**src/hdl/rmth_pkg.sv**
```systemverilog
// ---------------------------------------------------------------------------
// rmth_pkg
// shared types for the running median two-heap block
// ---------------------------------------------------------------------------
package rmth_pkg;

    localparam logic HEAP_LOWER = 1'b0;
    localparam logic HEAP_UPPER = 1'b1;

    typedef enum logic [3:0] {
        OP_NONE     = 4'd0,
        OP_LOAD     = 4'd1,
        OP_ROUTE    = 4'd2,
        OP_PU_INIT  = 4'd3,
        OP_PU_CHK   = 4'd4,
        OP_PU_STEP  = 4'd5,
        OP_POP_INIT = 4'd6,
        OP_POP_LOAD = 4'd7,
        OP_SD_KEY   = 4'd8,
        OP_SD_CHK   = 4'd9,
        OP_SD_L     = 4'd10,
        OP_SD_R     = 4'd11,
        OP_SD_DEC   = 4'd12,
        OP_FINISH   = 4'd13
    } dp_op_t;

    typedef struct packed {
        dp_op_t op;
        logic   sel;
        logic   use_carry;
    } cmd_t;

    typedef struct packed {
        logic full;
        logic go_upper;
        logic lower_full;
        logic key_ge_lroot;
        logic u_gt_l;
        logic l_gt_u1;
        logic pu_done;
        logic sd_done;
        logic r_ok;
    } sts_t;

endpackage

```
**src/hdl/rmth_ctrl.sv**
```systemverilog
// ---------------------------------------------------------------------------
// rmth_ctrl
// sequencer for insert, pop and sift operations on the two heaps
// ---------------------------------------------------------------------------
module rmth_ctrl (
    input  logic           clk,
    input  logic           rst_n,
    input  logic           start,
    input  rmth_pkg::sts_t sts,
    output rmth_pkg::cmd_t cmd,
    output logic           busy,
    output logic           done
);

    typedef enum logic [11:0] {
        S_IDLE     = 12'b000000000001,
        S_ROUTE    = 12'b000000000010,
        S_PU_INIT  = 12'b000000000100,
        S_PU_CHK   = 12'b000000001000,
        S_PU_STEP  = 12'b000000010000,
        S_POP_INIT = 12'b000000100000,
        S_POP_LOAD = 12'b000001000000,
        S_SD_KEY   = 12'b000010000000,
        S_SD_CHK   = 12'b000100000000,
        S_SD_L     = 12'b001000000000,
        S_SD_R     = 12'b010000000000,
        S_SD_DEC   = 12'b100000000000
    } state_t;

    state_t state_reg, state_next;
    logic   sel_reg, sel_next;
    logic   carry_reg, carry_next;
    logic   final_reg, final_next;
    logic   fin_reg, fin_next;

    always_comb
    begin
        state_next = state_reg;
        sel_next   = sel_reg;
        carry_next = carry_reg;
        final_next = final_reg;
        fin_next   = 1'b0;
        unique case (state_reg)
            S_IDLE:
            begin
                if (start)
                begin
                    state_next = S_ROUTE;
                end
            end
            S_ROUTE:
            begin
                carry_next = 1'b0;
                if (sts.full)
                begin
                    state_next = S_IDLE;
                    fin_next   = 1'b1;
                end
                else if (sts.go_upper)
                begin
                    sel_next   = rmth_pkg::HEAP_UPPER;
                    final_next = 1'b0;
                    state_next = S_PU_INIT;
                end
                else if (sts.lower_full)
                begin
                    if (sts.key_ge_lroot)
                    begin
                        sel_next   = rmth_pkg::HEAP_UPPER;
                        final_next = 1'b1;
                        state_next = S_PU_INIT;
                    end
                    else
                    begin
                        sel_next   = rmth_pkg::HEAP_LOWER;
                        state_next = S_SD_KEY;
                    end
                end
                else
                begin
                    sel_next   = rmth_pkg::HEAP_LOWER;
                    final_next = 1'b0;
                    state_next = S_PU_INIT;
                end
            end
            S_PU_INIT:
            begin
                state_next = S_PU_CHK;
            end
            S_PU_CHK, S_PU_STEP:
            begin
                if (!sts.pu_done)
                begin
                    state_next = (state_reg == S_PU_CHK) ? S_PU_STEP : S_PU_CHK;
                end
                else if (!final_reg && ((sel_reg == rmth_pkg::HEAP_UPPER) ?
                         sts.u_gt_l : sts.l_gt_u1))
                begin
                    state_next = S_POP_INIT;
                end
                else
                begin
                    state_next = S_IDLE;
                    fin_next   = 1'b1;
                end
            end
            S_POP_INIT:
            begin
                state_next = S_POP_LOAD;
            end
            S_POP_LOAD, S_SD_KEY:
            begin
                state_next = S_SD_CHK;
            end
            S_SD_CHK, S_SD_DEC:
            begin
                if (sts.sd_done)
                begin
                    sel_next   = ~sel_reg;
                    carry_next = 1'b1;
                    final_next = 1'b1;
                    state_next = S_PU_INIT;
                end
                else if (state_reg == S_SD_CHK)
                begin
                    state_next = S_SD_L;
                end
                else
                begin
                    state_next = S_SD_CHK;
                end
            end
            S_SD_L:
            begin
                state_next = sts.r_ok ? S_SD_R : S_SD_DEC;
            end
            S_SD_R:
            begin
                state_next = S_SD_DEC;
            end
            default:
            begin
                state_next = S_IDLE;
            end
        endcase
    end

    always_ff @(posedge clk or negedge rst_n)
    begin
        if (!rst_n)
        begin
            state_reg <= S_IDLE;
            sel_reg   <= rmth_pkg::HEAP_LOWER;
            carry_reg <= 1'b0;
            final_reg <= 1'b0;
            fin_reg   <= 1'b0;
        end
        else
        begin
            state_reg <= state_next;
            sel_reg   <= sel_next;
            carry_reg <= carry_next;
            final_reg <= final_next;
            fin_reg   <= fin_next;
        end
    end

    // sample and restart are taken at the accepting edge
    always_comb
    begin
        cmd.sel       = sel_reg;
        cmd.use_carry = carry_reg;
        unique case (state_reg)
            S_IDLE:
            begin
                if (start)
                begin
                    cmd.op = rmth_pkg::OP_LOAD;
                end
                else
                begin
                    cmd.op = fin_reg ? rmth_pkg::OP_FINISH : rmth_pkg::OP_NONE;
                end
            end
            S_ROUTE:    cmd.op = rmth_pkg::OP_ROUTE;
            S_PU_INIT:  cmd.op = rmth_pkg::OP_PU_INIT;
            S_PU_CHK:   cmd.op = rmth_pkg::OP_PU_CHK;
            S_PU_STEP:  cmd.op = rmth_pkg::OP_PU_STEP;
            S_POP_INIT: cmd.op = rmth_pkg::OP_POP_INIT;
            S_POP_LOAD: cmd.op = rmth_pkg::OP_POP_LOAD;
            S_SD_KEY:   cmd.op = rmth_pkg::OP_SD_KEY;
            S_SD_CHK:   cmd.op = rmth_pkg::OP_SD_CHK;
            S_SD_L:     cmd.op = rmth_pkg::OP_SD_L;
            S_SD_R:     cmd.op = rmth_pkg::OP_SD_R;
            S_SD_DEC:   cmd.op = rmth_pkg::OP_SD_DEC;
            default:    cmd.op = rmth_pkg::OP_NONE;
        endcase
    end

    assign busy = (state_reg != S_IDLE);
    assign done = fin_reg;

endmodule

```
**config.mk**
```make
export PLATFORM = sky130hd
export DESIGN_NAME = rmth_ctrl
export DESIGN_NICKNAME = d
export VERILOG_FILES = /design/src/hdl/rmth_pkg.sv /design/src/hdl/rmth_ctrl.sv
export SDC_FILE = /design/constraint.sdc
export NUM_CORES = 1
export LEC_CHECK = 0
export ABC_AREA = 0
export BUFFER_PORTS_ARGS = -buffer_cell sky130_fd_sc_hd__buf_2
export CAP_MARGIN = 30
export CORE_ASPECT_RATIO = 0.5
export CORE_MARGIN = 10
export CORE_UTILIZATION = 35
export CTS_CLUSTER_DIAMETER = 50
export DETAILED_ROUTE_END_ITERATION = 10
export PLACE_DENSITY = 0.64
export SYNTH_ARGS = -nofsm -noshare
export SYNTH_HDL_FRONTEND = slang
export SYNTH_SLANG_ARGS = --single-unit
export TNS_END_PERCENT = 20
```
**constraint.sdc**
```tcl
create_clock -name clk -period 2.1 [get_ports clk]
set_input_delay 0.105 -clock clk [delete_from_list [all_inputs] [get_ports clk]]
set_output_delay 0.105 -clock clk [all_outputs]
set_load 0.01 [all_outputs]
```
==> results.py <==
metrics = {
    "layout": {
        "layout.cells.most_common_list": "buf_4, buf_2, nor2_1, dfrtp_1, o21ai_0",
        "drive_gt1_share_pct": 40.5,
        "fillers": 304,
        "final_area_um2": 1470,
        "antenna_cells": 0,
        "largest_reg_flops": 12,
        "areaGrowthSynthToFinish_pct": 30.8,
        "final_common_cell": "buf_4",
        "nets": 166,
    },
    "setup_path": {
        "cp-end-kind": "output port",
        "crit-reg2reg-launch": "state_reg[3]$_DFFE_PN0P_",
        "crit_chain": "or4_4, or3_4, nor2_4, a22oi_1, nand2_1, buf_2",
        "cp_max_fo": 4,
        "start_kind": "flip-flop",
        "cpPeakStageDelay_ns": 0.58,
        "critical_path_class": "reg -> out",
        "critPathArrivalTime_ns": 2.04,
        "slowest_stage": "or4_4",
        "required_ns": 2.00,
        "ff2ff_setup_slack_ns": 0.13,
        "rr_worst_depth": 5,
        "r2r_end": "sel_reg$_DFFE_PN0P_",
    },
    "logic_synthesis": {
        "ys.warnings.count": 0,
        "syn_area_um2": 1120,
        "synth_seq_cells": 16,
        "synth.avg_cell_area_um2": 9.30,
        "synth.distinct_cells": 47,
        "synth_fp_nets": 133,
        "seq_area_frac_synth_pct": 35.7,
        "syn_inst": 121,
    },
    "floorplanning": {
        "core_area_um2": 3050,
        "ios": 20,
        "num_rows": 14,
        "fp.dieH_um": 60.1,
        "fp.dieW_um": 100,
        "start_util_pct": 36.9,
        "die-area_um2": 6020,
    },
    "cts": {
        "clock_sinks": 16,
        "insertion_delay_ns": 0.26,
        "numCtsBuffers": 3,
        "root_buffer": "clkbuf_8",
        "cts_tree": "yes",
        "ctsHtreeMaxLevel": 1,
        "clk_pin_slew_worst_paths_ns": 0.07,
        "cts_max_path_buffers": 2,
    },
    "sta": {
        "rsz0062_at_grt": "true",
        "worst_slack_ns": -0.0467,
        "worstMarginPinSlew_ns": 0.385,
        "finalCritPeriodShare_pct": 102,
        "max_freq_mhz": 466,
        "setup_violations": 1,
        "hold_violations": 0,
        "period_needed_ns": 2.15,
        "drv_slew": 0,
        "max_slew_margin_pct": 74.3,
        "clock_skew_ns": 0.00924,
    },
    "global_route": {
        "grt_pass1_vias": 1038,
        "grt_max_degree": 17,
        "grt_pass1_wl_mm": 5.15,
        "gr-total-overflow": 0,
        "antenna_found_initial": 0,
        "track_usage_pct": 10.5,
    },
    "pwr": {
        "vdd.ir_drop.worst_mv": 0.409,
        "powerDensity_nw_per_um2": 855,
        "leakage_nw": 0.669,
    },
    "drt": {
        "wire_per_inst_um": 15.9,
        "drt_iter0_markers": 46,
        "ant_nets": 0,
        "wl_mm": 3.07,
        "vias_per_cell": 5.37,
        "drcViolationCount": 0,
        "vias": 1037,
        "first_pass_iters": 4,
    },
    "placed_design": {
        "dp_hpwl_mm": 2.33,
        "post-place-ws_ns": 0.0498,
        "placement.cell_area_um2": 1310,
        "portBuffers": 19,
        "routabilityCongestion": 0.869,
    },
    "min_path": {
        "hold_end": "state_reg[7]$_DFFE_PN0P_",
        "min_from": "sts[5]",
        "holdCritPathClass": "in -> reg",
        "hold_path_depth": 2,
    },
    "status": {
        "violations": "setup timing",
        "outcome": "complete, but fails checks",
    },
    "flow_run": {
        "drv_cap": 0,
    },
}
==> kinds of logic after synthesis <==
logic type | count (synthesis) | share of synthesized area (%)
xor gates and xnor gates | 7 | 5.45
buffers and inverters | 12 | 7.01
muxes | 1 | 0.890
and+or+nand+nor | 57 | 34.1
DFF | 16 | 35.7
AOI/OAI and AO/OA | 28 | 16.8
==> Yosys cell counts, drive strengths merged <==
cell type,instances,area (um2)
inv,1,3.75
or3,2,17.5
and3,3,18.8
nand3b,2,15.0
dfrtp,15,375
o21ai,7,35.0
a22oi,2,15.0
o31ai,2,15.0
a2111oi,1,10.0
nor2,15,63.8
nand3,2,10.0
nor2b,3,18.8
nand2b,2,12.5
and2b,1,8.76
nand4b,1,8.76
nor3,3,15.0
mux2i,1,10.0
xor2,2,17.5
clkbuf,3,11.3
o211ai,2,15.0
a21o,2,16.3
and4bb,1,12.5
dfstp,1,26.3
nor3b,1,7.51
o21a,2,15.0
a211oi,1,7.51
xnor2,5,43.8
nor4b,4,50.1
nor4,6,52.6
buf,8,63.8
o221ai,1,8.76
nand2,5,18.8
a21oi,5,25.0
or4,4,33.8
o2111ai,1,8.76
o22a,1,8.76
or4b,2,20.0
a2bb2oi,1,8.76
==> worst max-delay path by stage <==
stage                        startpoint  endpoint  depth (start not counted)
3_5_place_dp   state_reg[2]$_DFFE_PN0P_    cmd[3]                          6
2_1_floorplan  state_reg[8]$_DFFE_PN0P_    cmd[4]                          8
3_3_place_gp   state_reg[0]$_DFFE_PN1P_    cmd[4]                          6
6_report       state_reg[9]$_DFFE_PN0P_    cmd[4]                          6
5_1_grt        state_reg[9]$_DFFE_PN0P_    cmd[4]                          6
4_1_cts        state_reg[0]$_DFFE_PN1P_    cmd[4]                          6
==> worst max-delay path: cells and delay by family, from the launching register on <==
kind	cells	cell delay, ns
AND/OR/NAND/NOR	4	1.20
AO/OA/AOI/OAI	1	0.09
buffers and inverters	1	0.12
flip-flops	1	0.38
==> routing by layer <==
metal | vias to the layer above | part of all wire, % | track usage [%]
met3 | 5 | 4.2 | 1.73
met1 | 492 | 47 | 13.4
met5 | - | 0 | 0
met2 | 25 | 48 | 17.7
li1 | 515 | - | -
met4 | 0 | 1.0 | 3.40
==> cell type report <==
cell class,count,area (um2),share of cell area [%]
inverter,1,3.75,0.255
multi-input combinational,93,703,47.8
clock buffer,4,55.1,3.74
timing repair buffer,39,254,17.3
sequential,16,405,27.6
tap,40,50.0,3.40
==> what timing repair did <==
action                                  4_1_cts  5_1_grt
pin swaps                                     2        2
gates resized for setup                       7        7
hold endpoints to repair                     15        0
hold buffers                                  1        0
setup buffers                                 4        0
endpoints found under the setup margin        4        5
==> per-stage QoR <==
stage          instances  power [mW]  TNS (ns)  util (%)  hold slack (ns)
4_1_cts              193        1.24   -0.0469      46.9           0.0372
3_3_place_gp         184       0.889         0      42.9           0.0312
5_1_grt              193        1.35    -0.227      48.3           0.0441
2_1_floorplan        121       0.778         0         -           -0.191
3_5_place_dp         184       0.893         0      42.9           0.0425
6_report             193        1.26   -0.0467      48.3           0.0437
==> power breakdown <==
group          leakage (nW)  internal [mW]  switching (mW)  total, mW
Clock                0.0288          0.167           0.112      0.279
Sequential            0.211          0.362          0.0515      0.414
Combinational         0.429          0.287           0.280      0.566
Total                 0.669          0.815           0.443       1.26
Power figures use the tool's default switching activity.
